$ cat src/hdl/urgent_front_packet_queue_macros.svh
// Assertion macros for the urgent front packet queue.
// Clock clk and active-low reset rst_n are taken from the using module.
`ifndef URGENT_FRONT_PACKET_QUEUE_MACROS_SVH
`define URGENT_FRONT_PACKET_QUEUE_MACROS_SVH

`ifndef SYNTHESIS

// same-cycle implication
`define UFPQ_ASSERT_IMP(lbl, ante, cons, msg) \
    lbl: assert property (@(posedge clk) disable iff (!rst_n) (ante) |-> (cons)) \
        else $error(msg);

// next-cycle implication
`define UFPQ_ASSERT_NXT(lbl, ante, cons, msg) \
    lbl: assert property (@(posedge clk) disable iff (!rst_n) (ante) |=> (cons)) \
        else $error(msg);

`else

`define UFPQ_ASSERT_IMP(lbl, ante, cons, msg)
`define UFPQ_ASSERT_NXT(lbl, ante, cons, msg)

`endif

`endif

$ cat src/hdl/ufpq_pkg.sv
`default_nettype none

package ufpq_pkg;

    // default number of queue entries
    localparam int QUEUE_DEPTH_DEF = 16;

    // packet word width
    localparam int WORD_W = 16;

    // request codes
    localparam logic [1:0] REQ_NORMAL = 2'd0;
    localparam logic [1:0] REQ_URGENT = 2'd1;
    localparam logic [1:0] REQ_SEND   = 2'd2;

    // drop codes
    localparam logic [1:0] DROP_NONE    = 2'd0;
    localparam logic [1:0] DROP_NORMAL  = 2'd1;
    localparam logic [1:0] DROP_EVICTED = 2'd2;

endpackage

`default_nettype wire

$ cat src/hdl/urgent_front_packet_queue.sv
// Outgoing packet queue with an urgent front door. Normal requests append a
// 16-bit word at the tail (discarded when full), urgent requests put the word
// at the head (evicting the old head when full), send requests pop the head.
// Every request yields exactly one result carrying the popped word, the fill
// count after the request and a drop code. Throughput is one request per
// clock while results are taken; a request passes the input register and then
// the result register before its result becomes valid. The entries live in a
// circular buffer memory with one write and one registered read port; the
// read port always tracks the current head entry so a send need not wait for
// a read. Entries are never cleared, so no clearing pass follows reset.
`default_nettype none
`include "urgent_front_packet_queue_macros.svh"

module urgent_front_packet_queue
    import ufpq_pkg::*;
#(
    parameter int QUEUE_DEPTH = QUEUE_DEPTH_DEF,
    parameter int CW          = $clog2(QUEUE_DEPTH + 1)
)
(
    input  wire logic              clk,
    input  wire logic              rst_n,

    input  wire logic              in_valid,
    output logic                   in_ready,
    input  wire logic [1:0]        req_type,
    input  wire logic [WORD_W-1:0] packet_word,

    output logic                   out_valid,
    input  wire logic              out_ready,
    output logic                   send_valid,
    output logic [WORD_W-1:0]      sent_word,
    output logic [CW-1:0]          fill_count,
    output logic [1:0]             drop_kind
);

    localparam int PW = (QUEUE_DEPTH > 1) ? $clog2(QUEUE_DEPTH) : 1;
    localparam logic [CW-1:0] DEPTH_C    = CW'(QUEUE_DEPTH);
    localparam logic [CW:0]   DEPTH_W    = (CW+1)'(QUEUE_DEPTH);
    localparam logic [PW-1:0] LAST_POS   = PW'(QUEUE_DEPTH - 1);

    // input stage
    logic              in_valid_reg;
    logic [1:0]        req_reg;
    logic [WORD_W-1:0] word_reg;

    // queue state
    logic [PW-1:0]     head_reg,  head_next;
    logic [CW-1:0]     count_reg, count_next;

    // circular buffer and its head read register
    logic [WORD_W-1:0] mem [QUEUE_DEPTH];
    logic [WORD_W-1:0] head_word_reg;

    // result stage
    logic              out_valid_reg;
    logic              send_valid_reg;
    logic [WORD_W-1:0] sent_word_reg;
    logic [CW-1:0]     fill_count_reg;
    logic [1:0]        drop_kind_reg;

    // processing signals
    logic              adv;
    logic              full;
    logic              wr_en;
    logic [PW-1:0]     wr_addr;
    logic [CW:0]       tail_sum;
    logic [CW:0]       tail_wrap;
    logic [PW-1:0]     tail_pos;
    logic [PW-1:0]     head_dec;
    logic [PW-1:0]     head_inc;
    logic              res_valid;
    logic [WORD_W-1:0] res_word;
    logic [1:0]        res_drop;

    // handshake: item in the input stage moves when the result slot frees
    assign adv      = in_valid_reg && (!out_valid_reg || out_ready);
    assign in_ready = !in_valid_reg || adv;

    // pointer arithmetic
    assign full      = (count_reg == DEPTH_C);
    assign tail_sum  = {{(CW + 1 - PW){1'b0}}, head_reg} + {1'b0, count_reg};
    assign tail_wrap = (tail_sum >= DEPTH_W) ? (tail_sum - DEPTH_W) : tail_sum;
    assign tail_pos  = tail_wrap[PW-1:0];
    assign head_dec  = (head_reg == '0) ? LAST_POS : (head_reg - PW'(1));
    assign head_inc  = (head_reg == LAST_POS) ? '0 : (head_reg + PW'(1));

    // request decode and next state
    always_comb
    begin
        head_next  = head_reg;
        count_next = count_reg;
        wr_en      = 1'b0;
        wr_addr    = head_reg;
        res_valid  = 1'b0;
        res_word   = '0;
        res_drop   = DROP_NONE;
        if (adv)
        begin
            case (req_reg)
                REQ_NORMAL:
                begin
                    if (full)
                    begin
                        res_drop = DROP_NORMAL;
                    end
                    else
                    begin
                        wr_en      = 1'b1;
                        wr_addr    = tail_pos;
                        count_next = count_reg + CW'(1);
                    end
                end
                REQ_URGENT:
                begin
                    wr_en = 1'b1;
                    if (full)
                    begin
                        wr_addr  = head_reg;
                        res_drop = DROP_EVICTED;
                    end
                    else
                    begin
                        head_next  = head_dec;
                        wr_addr    = head_dec;
                        count_next = count_reg + CW'(1);
                    end
                end
                REQ_SEND:
                begin
                    if (count_reg != '0)
                    begin
                        res_valid  = 1'b1;
                        res_word   = head_word_reg;
                        head_next  = head_inc;
                        count_next = count_reg - CW'(1);
                    end
                end
                default:
                begin
                    res_drop = DROP_NONE;
                end
            endcase
        end
    end

    // control registers
    always_ff @(posedge clk or negedge rst_n)
    begin
        if (!rst_n)
        begin
            in_valid_reg  <= 1'b0;
            out_valid_reg <= 1'b0;
            head_reg      <= '0;
            count_reg     <= '0;
        end
        else
        begin
            if (in_ready)
            begin
                in_valid_reg <= in_valid;
            end
            if (adv)
            begin
                out_valid_reg <= 1'b1;
            end
            else if (out_ready)
            begin
                out_valid_reg <= 1'b0;
            end
            head_reg  <= head_next;
            count_reg <= count_next;
        end
    end

    // input payload
    always_ff @(posedge clk)
    begin
        if (in_ready && in_valid)
        begin
            req_reg  <= req_type;
            word_reg <= packet_word;
        end
    end

    // buffer write; head read follows the next head with write bypass
    always_ff @(posedge clk)
    begin
        if (wr_en)
        begin
            mem[wr_addr] <= word_reg;
        end
        if (wr_en && (wr_addr == head_next))
        begin
            head_word_reg <= word_reg;
        end
        else
        begin
            head_word_reg <= mem[head_next];
        end
    end

    // result payload
    always_ff @(posedge clk)
    begin
        if (adv)
        begin
            send_valid_reg <= res_valid;
            sent_word_reg  <= res_word;
            fill_count_reg <= count_next;
            drop_kind_reg  <= res_drop;
        end
    end

    assign out_valid  = out_valid_reg;
    assign send_valid = send_valid_reg;
    assign sent_word  = sent_word_reg;
    assign fill_count = fill_count_reg;
    assign drop_kind  = drop_kind_reg;

    // checks
    `UFPQ_ASSERT_IMP(a_count_bound, 1'b1, count_reg <= DEPTH_C, "entry count above depth")
    `UFPQ_ASSERT_IMP(a_head_bound, 1'b1, head_reg <= LAST_POS, "head pointer out of range")
    `UFPQ_ASSERT_IMP(a_evict_full, out_valid_reg && (drop_kind_reg == DROP_EVICTED),
        fill_count_reg == DEPTH_C, "eviction reported on a queue that is not full")
    `UFPQ_ASSERT_IMP(a_word_zero, out_valid_reg && !send_valid_reg,
        sent_word_reg == '0, "sent word nonzero without a send")
    `UFPQ_ASSERT_NXT(a_send_dec, adv && (req_reg == REQ_SEND) && (count_reg != '0),
        count_reg == ($past(count_reg) - CW'(1)), "send did not decrement the count")

endmodule

`default_nettype wire

$ cat config.mk
export PLATFORM = sky130hd
export DESIGN_NAME = urgent_front_packet_queue
export DESIGN_NICKNAME = d
export VERILOG_FILES = /design/src/hdl/ufpq_pkg.sv /design/src/hdl/urgent_front_packet_queue.sv
export VERILOG_INCLUDE_DIRS = /design/src /design/src/hdl
export SDC_FILE = /design/constraint.sdc
export NUM_CORES = 1
export LEC_CHECK = 0
export BUFFER_PORTS_ARGS = -buffer_cell sky130_fd_sc_hd__buf_2
export CAP_MARGIN = 15
export CORE_MARGIN = 3
export CORE_UTILIZATION = 61
export CTS_CLUSTER_DIAMETER = 150
export CTS_CLUSTER_SIZE = 28
export DETAILED_ROUTE_END_ITERATION = 12
export GPL_TIMING_DRIVEN = 0
export PLACE_DENSITY = 0.89
export SKIP_LAST_GASP = 1
export SLEW_MARGIN = 30
export SYNTH_ARGS = -nofsm -noshare
export SYNTH_HDL_FRONTEND = slang
export SYNTH_SLANG_ARGS = --single-unit
$ cat constraint.sdc
create_clock -name clk -period 4.3 [get_ports clk]
set_input_delay 0 -clock clk [delete_from_list [all_inputs] [get_ports clk]]
set_output_delay 0 -clock clk [all_outputs]
set_load 0.02 [all_outputs]
; After elaboration in Yosys (flattened, before gate mapping)
; Memory sizes are Yosys's and may differ from the RTL's. A register that Yosys moved wholly into a read port is not among the register bits.
; Index checks and enable logic that the tools add are counted.
[word_totals]
reg_bits = 53
ramBits = 256
inputBits = 22
memories = 1
[memory_table]
columns = name, depth, width, read_ports, rd_clocked_by_memory_dff, write_ports, line_no
row1 = mem, 16, 16, 1, 1, 1, urgent_front_packet_queue.sv:52  ; logic [WORD_W-1:0] mem [QUEUE_DEPTH];
[op_classes]
addsub = 6
magnitude_cmp = 1
eq_ne = 4
muxes = 25
n_reduce_logical = 12
[ops]
columns = operator, n
row1 = two-way mux 4 bit, 8
row2 = case mux 4 bit (2 select lines), 2
row3 = two-way mux 5 bit, 3
row4 = case mux 5 bit (2 select lines), 1
row5 = two-way mux 1 bit, 8
row6 = subtractor 4 x 1 -> 4 bit (second input constant), 2
row7 = adder 4 x 5 -> 6 bit, 1
row8 = greater-or-equal comparator 6 x 5 -> 1 bit (second input constant), 1
row9 = adder 5 x 1 -> 5 bit (second input constant), 1
row10 = equality test 5 bit (second input constant), 1
row11 = nonzero test 5 bit, 1
row12 = subtractor 5 x 1 -> 5 bit (second input constant), 1
row13 = adder 4 x 1 -> 4 bit (second input constant), 1
row14 = equality test 4 bit (second input constant), 1
row15 = zero test 4 bit, 1
row16 = case mux 2 bit (2 select lines), 1
row17 = equality test 2 x 1 -> 1 bit (second input constant), 1
row18 = equality test 2 bit (second input constant), 1
row19 = logical AND 1 bit, 2
row20 = zero test 1 bit, 2
row21 = zero test 2 bit, 1
row22 = logical OR 1 bit, 2
row23 = two-way mux 2 bit, 1
row24 = case mux 1 bit (2 select lines), 1
row25 = other kinds (3), 3

; Logic depth before layout (Yosys ltp)
; Gate-level depths: netlist of the first run.
[depth]
depth_word = 6
mapped_depth = 9
ltp_nobuf = 8

; Worst setup path after synthesis of the first run
; OpenSTA, ideal clock, no wires.
[synth_path]
path_kind = register to register
start = register head_reg[0]
end = memory mem[13][0] (enable)
setup_time_ns = 0.414
t_arrival_ns = 3.029
required_time_ns = 3.886
path_slack_ns = 0.857
path_stages_with_launch = 8
n_path_buf = 0
path_cell_list = dfrtp_1 ha_1 fa_1 xor2_1 o21ai_1 a211o_1 a21o_1 a211oi_1
[synth_via]
elab_chain_len = 6
[synth_rtl]
columns = element, line_no
row1 = from (decl), urgent_front_packet_queue.sv:48  ; logic [PW-1:0] head_reg, head_next;
row2 = from (signal assigned), urgent_front_packet_queue.sv:171  ; head_reg <= head_next;
row3 = adder 4 x 5 -> 6 bit, urgent_front_packet_queue.sv:82  ; assign tail_sum = {{(CW + 1 - PW){1'b0}}, head_reg} + {1'b0, count_reg};
row4 = greater-or-equal comparator 6 x 5 -> 1 bit / subtractor 4 x 1 -> 4 bit (equally long branches), urgent_front_packet_queue.sv:83  ; assign tail_wrap = (tail_sum >= DEPTH_W) ? (tail_sum - DEPTH_W) : tail_sum;
row5 = two-way mux 4 bit, urgent_front_packet_queue.sv:83
row6 = two-way mux 4 bit, urgent_front_packet_queue.sv:103  ; if (full)
row7 = case mux 4 bit (2 select lines), urgent_front_packet_queue.sv:100  ; case (req_reg)
row8 = two-way mux 4 bit (*), urgent_front_packet_queue.sv:98  ; if (adv)
row9 = to (decl), urgent_front_packet_queue.sv:52
; Every way passes the cells marked *; elsewhere a longest branch is shown, timed or not.

; Worst setup path in the final report of the first run
[layout_path]
start = register count_reg[1]
end = memory mem[3][8] (enable)
[layout_via]
elab_chain_len = 6
[layout_rtl]
columns = element, line_no
row1 = from (decl), urgent_front_packet_queue.sv:49  ; logic [CW-1:0] count_reg, count_next;
row2 = from (signal assigned), urgent_front_packet_queue.sv:172  ; count_reg <= count_next;
row3 = adder 4 x 5 -> 6 bit / equality test 5 bit (equally long branches), "urgent_front_packet_queue.sv:82, urgent_front_packet_queue.sv:81"
row4 = "greater-or-equal comparator 6 x 5 -> 1 bit, or another cell as far along", urgent_front_packet_queue.sv:83
row5 = two-way mux 4 bit / case mux 1 bit (2 select lines) (equally long branches), "urgent_front_packet_queue.sv:83, urgent_front_packet_queue.sv:100"
row6 = two-way mux 4 bit / two-way mux 1 bit (equally long branches), "urgent_front_packet_queue.sv:103, urgent_front_packet_queue.sv:98"
row7 = case mux 4 bit (2 select lines) / two-way mux 1 bit (equally long branches), "urgent_front_packet_queue.sv:100, urgent_front_packet_queue.sv:189"
row8 = two-way mux 4 bit / two-way mux 1 bit (equally long branches), "urgent_front_packet_queue.sv:98, urgent_front_packet_queue.sv:191"
; Several ways; a longest one is shown, not always the timed one.

==> impl_metrics.env, run 1 <==
export IMPL_critical_path_reg2reg_startpoint="count_reg[1]"
export IMPL_first_global_vias=6689
export IMPL_p_sw_w=0.00235
export IMPL_synth_distinct_cells=50
export IMPL_synth_fa_ha_area_share_pct=1.27
export IMPL_detailed_place_hpwl_um=17900
export IMPL_ys_top_cells_by_area="sky130_fd_sc_hd__edfxtp_1 (72%), sky130_fd_sc_hd__mux4_2 (15%), sky130_fd_sc_hd__dfrtp_1 (2.2%)"
export IMPL_design_portCount=48
export IMPL_synth_yosys_warnings=0
export IMPL_grt_setup_unrepaired="no"
export IMPL_clk_latency_ps=500
export IMPL_vias=6577
export IMPL_route_detailed_drc=0
export IMPL_postSynthCellCount=595
export IMPL_nFillCells=1100
export IMPL_deepest_clock_path_buffer_count=3
export IMPL_synthesis_area_um2=12400
export IMPL_floorplan_rows=51
export IMPL_max_cap_viol_count=0
export IMPL_synth_mux_area_fraction_pct=14.5
export IMPL_clk_pin_slew_ps=120
export IMPL_final_hold_violation_count=0
export IMPL_crit_path_end="mem[3][8]"
export IMPL_min_period_ps=3620
export IMPL_synth_flop_cell="sky130_fd_sc_hd__edfxtp_1"
export IMPL_synth_xor_xnor_area_share_pct=0.141
export IMPL_worstSetupPathType="reg -> reg"
export IMPL_synth_compound_area_share_pct=3.62
export IMPL_crit_buf_inv=3
export IMPL_clock_skew_final_ps=32.6
export IMPL_worst_path_dominant_cell_family="compound AO/OA/AOI/OAI gates"
export IMPL_globalRoute_totalOverflow=0
export IMPL_worstMarginPinSlew_ps=1020
export IMPL_yosysMostFrequentCell="sky130_fd_sc_hd__edfxtp_1"
export IMPL_buffer_ports_inserted=47
export IMPL_crit_path_max_incr_delay_ps=780
export IMPL_crit_path_launch_type="register"
export IMPL_crit_cells=9
export IMPL_grt_pass1_wl_um=41400
export IMPL_critPathCaptureType="register"
export IMPL_async_reset_ff_share_pct=3.51
export IMPL_synth_enable_flop_cells=298
export IMPL_post_cts_resized=0
export IMPL_worst_path_most_repeated_cell="sky130_fd_sc_hd__buf_6"
export IMPL_multi_input_comb_area_um2=3010
export IMPL_htree_num_levels=1
export IMPL_area_growth_syn_to_layout_pct=12.4
export IMPL_vdd_ir_drop_worst_mv=0.455
export IMPL_slew_limit_headroom_pct=32.3
export IMPL_ff2ff_setup_slack_ps=680
export IMPL_intPower_w=0.00536
export IMPL_static_leakage_power_nw=4.47
export IMPL_wirelength_um=27500
export IMPL_seq_power_share_pct=47.9
export IMPL_grt_usage_pct=25.6
export IMPL_start_util_pct=62.9
export IMPL_cts_inserted_buffers=15
export IMPL_ys_ff_latch=313
export IMPL_path_max_fanout=10
export IMPL_n_antenna_cell=0
export IMPL_worst_setup_path_startpoint="count_reg[1]"
export IMPL_critPathSlowestCell="sky130_fd_sc_hd__a211oi_4"
export IMPL_p_comb_share_pct=32.1
export IMPL_cts_tree="built"
export IMPL_yosysSeqAreaShare_pct=75.0
export IMPL_dp_worst_setup_slack_ps=782
export IMPL_timing_reg2reg_worst_path_depth=9
export IMPL_synth_net_count=629
export IMPL_switching_share_pct=30.5
export IMPL_antenna_found_initial=0
export IMPL_core_area_um2=19700
export IMPL_final_setup_tns_ps=0
export IMPL_dominant_combinational_cell_family_by_area_after_synthesis="multiplexers"
export IMPL_clkPwrFrac_pct=20.0
export IMPL_synthTopCellsByCount="sky130_fd_sc_hd__edfxtp_1 (298), sky130_fd_sc_hd__mux4_2 (80), sky130_fd_sc_hd__and2_1 (17), sky130_fd_sc_hd__a21oi_1 (15), sky130_fd_sc_hd__inv_1 (15)"
export IMPL_synthesis_area_per_instance_um2=20.8
export IMPL_layout_worst_path_cycle_share_pct=84.2
export IMPL_power_density_cell_area_nw_per_um2=554
export IMPL_first_pass_iters=6
export IMPL_post_route_util_pct=70.6
export IMPL_setup_violations_final=0
export IMPL_cts_root_buf="sky130_fd_sc_hd__clkbuf_16"
export IMPL_hold_removal_path_class="in -> reg"
export IMPL_seqCellArea_um2=9300
export IMPL_rr_endpoint="mem[3][8]"
export IMPL_min_delay_path_depth=2
export IMPL_layout_nets=732
export IMPL_final_max_slew_viol_count=0
export IMPL_cts_sinks=313
export IMPL_maxClockFrequency_mhz=276
export IMPL_result_of_the_run="finished, final reports clean"
export IMPL_die_width_um=149
export IMPL_timing_critical_path_arrival_ps=3820
export IMPL_dr_first_iter_drc_count=1118
export IMPL_avgRoutedWirePerCell_um=28.5
export IMPL_crit_path_cell_trace="inv_1 > ha_1 > nor4bb_4 > buf_6 > o31ai_1 > a32oi_2 > nand4_1 > a211oi_4 > buf_6"
export IMPL_routed_via_density=6.81
export IMPL_routabilityCongestion=0.914
export IMPL_maximum_number_of_pins_on_one_net_before_global_route_repair=30
export IMPL_die_height_um=149
export IMPL_post_route_cells_drive_above_1_share_pct=28.1
export IMPL_yosys_area_top_type="sky130_fd_sc_hd__edfxtp_1"
export IMPL_layout_setup_ws_ps=680
export IMPL_synth_simple_gate_area_share_pct=3.55
export IMPL_crit_required_ps=4500
export IMPL_largest_reg_flops=256
export IMPL_die_area_um2=22100
export IMPL_antenna_violating_nets_post_route=0
export IMPL_synth_top_area_share_pct=72.2
## metal layers
metal | vias to the layer above | track usage (%) | share of wire [%]
met5 | - | 0 | 0
met4 | 0 | 8.04 | 3.4
met3 | 106 | 4.20 | 10
met2 | 513 | 42.5 | 50
met1 | 3303 | 35.9 | 36
li1 | 2655 | - | -
## power by group through the flow
stage               logic (W)  clock network [W]  registers [W]
floorplan             0.00168                  0        0.00377
global placement      0.00221                  0        0.00375
detailed placement    0.00242                  0        0.00376
CTS                   0.00245            0.00154        0.00369
global route          0.00261            0.00165        0.00372
finish                0.00248            0.00154        0.00370
## logic make-up after synthesis
kind of cell             after synthesis
flip-flops                           313
multiplexers                          80
AND/OR/NAND/NOR                       79
AO/OA/AOI/OAI                         66
buffers and inverters                 43
adder cells (fa/ha/maj)               12
XOR/XNOR                               2
## how the worst min path moves through the flow
stage	slack [ps]	end	from
6_report	220	req_reg[0]	req_type[0]
5_1_grt	200	word_reg[8]	packet_word[8]
4_1_cts	190	word_reg[9]	packet_word[9]
3_5_place_dp	-90	out_valid	rst_n
3_3_place_gp	-110	in_valid_reg	rst_n
2_1_floorplan	-300	count_reg[0]	rst_n
## area by class of cell
type | instances | share of cell area [%]
Sequential cell | 313 | 66.8
Multi-Input combinational cell | 239 | 21.6
Timing Repair Buffer | 86 | 4.55
Clock buffer | 19 | 2.80
Tap cell | 265 | 2.38
Buffer | 27 | 1.20
Inverter | 16 | 0.431
Clock inverter | 1 | 0.216
## stage by stage
step	total power [W]	hold slack, ps	instances	instance area [um^2]
floorplan	0.00545	-296	595	12400
global placement	0.00595	-106	907	13000
detailed placement	0.00617	-85.4	923	13300
CTS	0.00768	195	966	13900
global route	0.00797	198	966	13900
finish	0.00771	217	966	13900
## what timing repair did
| action | 4_1_cts | 5_1_grt |
|---|---|---|
| endpoints found under the hold margin | 31 | 0 |
| buffers inserted | 0 | 0 |
| hold buffers | 23 | 0 |
## layout by cell type (no fill, tap or decap), drive strengths merged, types with 4 or more instances in the layout
| cell type | n |
|---|---|
| buf | 82 |
| mux4 | 80 |
| nand3 | 10 |
| nand2 | 11 |
| dlygate4sd3 | 23 |
| nor2 | 14 |
| ha | 11 |
| clkbuf | 27 |
| a211oi | 7 |
| inv | 16 |
| a21oi | 15 |
| o21ai | 16 |
| dfrtp | 11 |
| edfxtp | 298 |
| a21o | 5 |
| dfxtp | 4 |
| nor3 | 11 |
| and2 | 17 |
(Power assumes the default switching activity.)
==> inputs of run 2 (changes only) <==
CORE_UTILIZATION = 55   (was 61)
PLACE_DENSITY = 0.85   (was 0.89)
clock period = 2.9 ns   (was 4.3 ns; I/O delays follow)
==> impl_metrics.env, run 2 (same netlist as run 1, synthesis figures left out) <==
export IMPL_violations="negative setup slack"
export IMPL_grt_setup_unrepaired="yes"
export IMPL_core_area_um2=22000
export IMPL_hold_removal_path_class="in -> reg"
export IMPL_crit_required_ps=3120
export IMPL_layout_setup_ws_ps=-69.0
export IMPL_die_area_um2=24400
export IMPL_buffer_ports_inserted=47
export IMPL_first_pass_iters=6
export IMPL_result_of_the_run="finished with violations"
export IMPL_floorplan_rows=54
export IMPL_dp_worst_setup_slack_ps=-681
export IMPL_area_growth_syn_to_layout_pct=16.8
export IMPL_routed_via_density=6.76
export IMPL_min_period_ps=2970
export IMPL_fin_area_um2=14500
export IMPL_critPathCaptureType="register"
export IMPL_post_route_util_pct=65.9
export IMPL_start_util_pct=56.5
export IMPL_first_global_vias=6888
export IMPL_cts_sinks=313
export IMPL_vdd_ir_drop_worst_mv=0.442
export IMPL_cts_inserted_buffers=15
export IMPL_worstSetupPathType="reg -> reg"
export IMPL_layout_nets=770
export IMPL_globalRoute_totalOverflow=0
export IMPL_wirelength_um=31000
export IMPL_met3_length_um=3220
export IMPL_slew_limit_headroom_pct=43.0
export IMPL_worst_setup_path_startpoint="req_reg[1]"
export IMPL_dr_first_iter_drc_count=1063
export IMPL_critical_path_reg2reg_startpoint="req_reg[1]"
export IMPL_die_height_um=156
export IMPL_clkPwrFrac_pct=19.7
export IMPL_switching_share_pct=31.6
export IMPL_grt_usage_pct=24.8
export IMPL_routabilityCongestion=0.929
export IMPL_seq_power_share_pct=45.8
export IMPL_grt_pass1_wl_um=44000
export IMPL_nFillCells=1299
export IMPL_post_route_cells_drive_above_1_share_pct=34.5
export IMPL_clock_skew_final_ps=35.7
export IMPL_ff2ff_setup_slack_ps=-70
export IMPL_intPower_w=0.00816
export IMPL_deepest_clock_path_buffer_count=3
export IMPL_design_portCount=48
export IMPL_crit_path_launch_type="register"
export IMPL_p_comb_share_pct=34.5
export IMPL_timing_critical_path_arrival_ps=3190
export IMPL_n_antenna_cell=0
export IMPL_die_width_um=156
export IMPL_clk_latency_ps=510
export IMPL_rr_endpoint="mem[3][1]"
export IMPL_worstMarginPinSlew_ps=843
export IMPL_maximum_number_of_pins_on_one_net_before_global_route_repair=30
export IMPL_p_sw_w=0.00378
export IMPL_detailed_place_hpwl_um=17300
export IMPL_antenna_violating_nets_post_route=0
export IMPL_path_max_fanout=8
export IMPL_max_cap_viol_count=0
export IMPL_cts_root_buf="sky130_fd_sc_hd__clkbuf_16"
export IMPL_setup_violations_final=55
export IMPL_static_leakage_power_nw=4.73
export IMPL_htree_num_levels=1
export IMPL_antenna_found_initial=0
export IMPL_maxClockFrequency_mhz=337
export IMPL_final_hold_violation_count=0
export IMPL_mostFrequentLayoutCells="sky130_fd_sc_hd__edfxtp_1 (298), sky130_fd_sc_hd__mux4_2 (80), sky130_fd_sc_hd__buf_2 (53)"
export IMPL_commonest_non_fill_non_tap_cell_in_the_layout="sky130_fd_sc_hd__edfxtp_1"
export IMPL_fin_worst_hold_slack_ps=204
export IMPL_power_density_cell_area_nw_per_um2=824
export IMPL_vias=6923
export IMPL_timing_reg2reg_worst_path_depth=7
export IMPL_met2_routed_wl_um=15400
export IMPL_route_top_layer_used="met4"
export IMPL_dpl_instance_area_um2=13200
export IMPL_wl_met1_um=10900
export IMPL_clk_pin_slew_ps=120
export IMPL_timing_hold_worst_start="req_type[0]"
export IMPL_route_detailed_drc=0
export IMPL_hold_path_endpoint="req_reg[0]"
export IMPL_min_delay_path_depth=2
export IMPL_avgRoutedWirePerCell_um=30.2
export IMPL_layout_worst_path_cycle_share_pct=102
export IMPL_largest_reg_flops=256
export IMPL_cts_tree="built"
export IMPL_final_max_slew_viol_count=0
## run 2: worst max-delay path by stage
stage / to / slack (ps) / cells after the start
global route: mem[3][1] / -140 / 7
global placement: mem[7][3] / -1930 / 8
finish: mem[3][1] / -70 / 7
floorplan: mem[11][0] / -450 / 8
detailed placement: mem[3][2] / -680 / 9
CTS: mem[7][7] / 0.2 / 9
## run 2: worst max-delay path: stages (launching register included)
cell and delay [ps]:
sky130_fd_sc_hd__edfxtp_1 430, sky130_fd_sc_hd__inv_1 100, sky130_fd_sc_hd__ha_2 240, sky130_fd_sc_hd__nor2_1 400, sky130_fd_sc_hd__or3_1 300, sky130_fd_sc_hd__nand3_1 430
sky130_fd_sc_hd__a211oi_4 570, sky130_fd_sc_hd__buf_8 210
## run 2: repair_timing
action / CTS / global route
endpoints found under the hold margin: 31 / 0
setup endpoints to repair: 255 / 252
gates resized for setup: 16 / 21
cloned: 0 / 1
hold buffers: 23 / 0
pin swaps: 16 / 9
setup buffers: 26 / 16
## run 2: per-layer routing
layer	GRT usage [%]	vias to the layer above
li1	-	2731
met1	32.7	3512
met2	41.7	556
met3	5.21	124
met4	8.84	0
met5	0	-
## run 2: power groups by stage
stage | Sequential, W | Combinational [W] | Clock [W]
final | 0.00547 | 0.00411 | 0.00235
after global placement | 0.00555 | 0.00333 | 0
after CTS | 0.00548 | 0.00372 | 0.00236
after global routing | 0.00549 | 0.00431 | 0.00250
after floorplan | 0.00559 | 0.00253 | 0
after detailed placement | 0.00557 | 0.00354 | 0
## run 2: cell type report
type / count / area, um^2 / area share, %
timing repair buffer: 124 / 990 / 6.84
clock buffer: 24 / 409 / 2.83
clock inverter: 1 / 30.0 / 0.207
tap: 280 / 350 / 2.42
inverter: 16 / 60.1 / 0.415
buffer: 27 / 171 / 1.18
sequential: 313 / 9310 / 64.3
multi-input combinational: 239 / 3160 / 21.8
## run 2: per-stage QoR
stage | TNS (ps) | total power (W) | std cells
6_report | -1690 | 0.0119 | 1024
5_1_grt | -5720 | 0.0123 | 1024
4_1_cts | 0 | 0.0116 | 1007
3_5_place_dp | -102170 | 0.00911 | 933
3_3_place_gp | -232420 | 0.00888 | 922
2_1_floorplan | -26360 | 0.00812 | 595
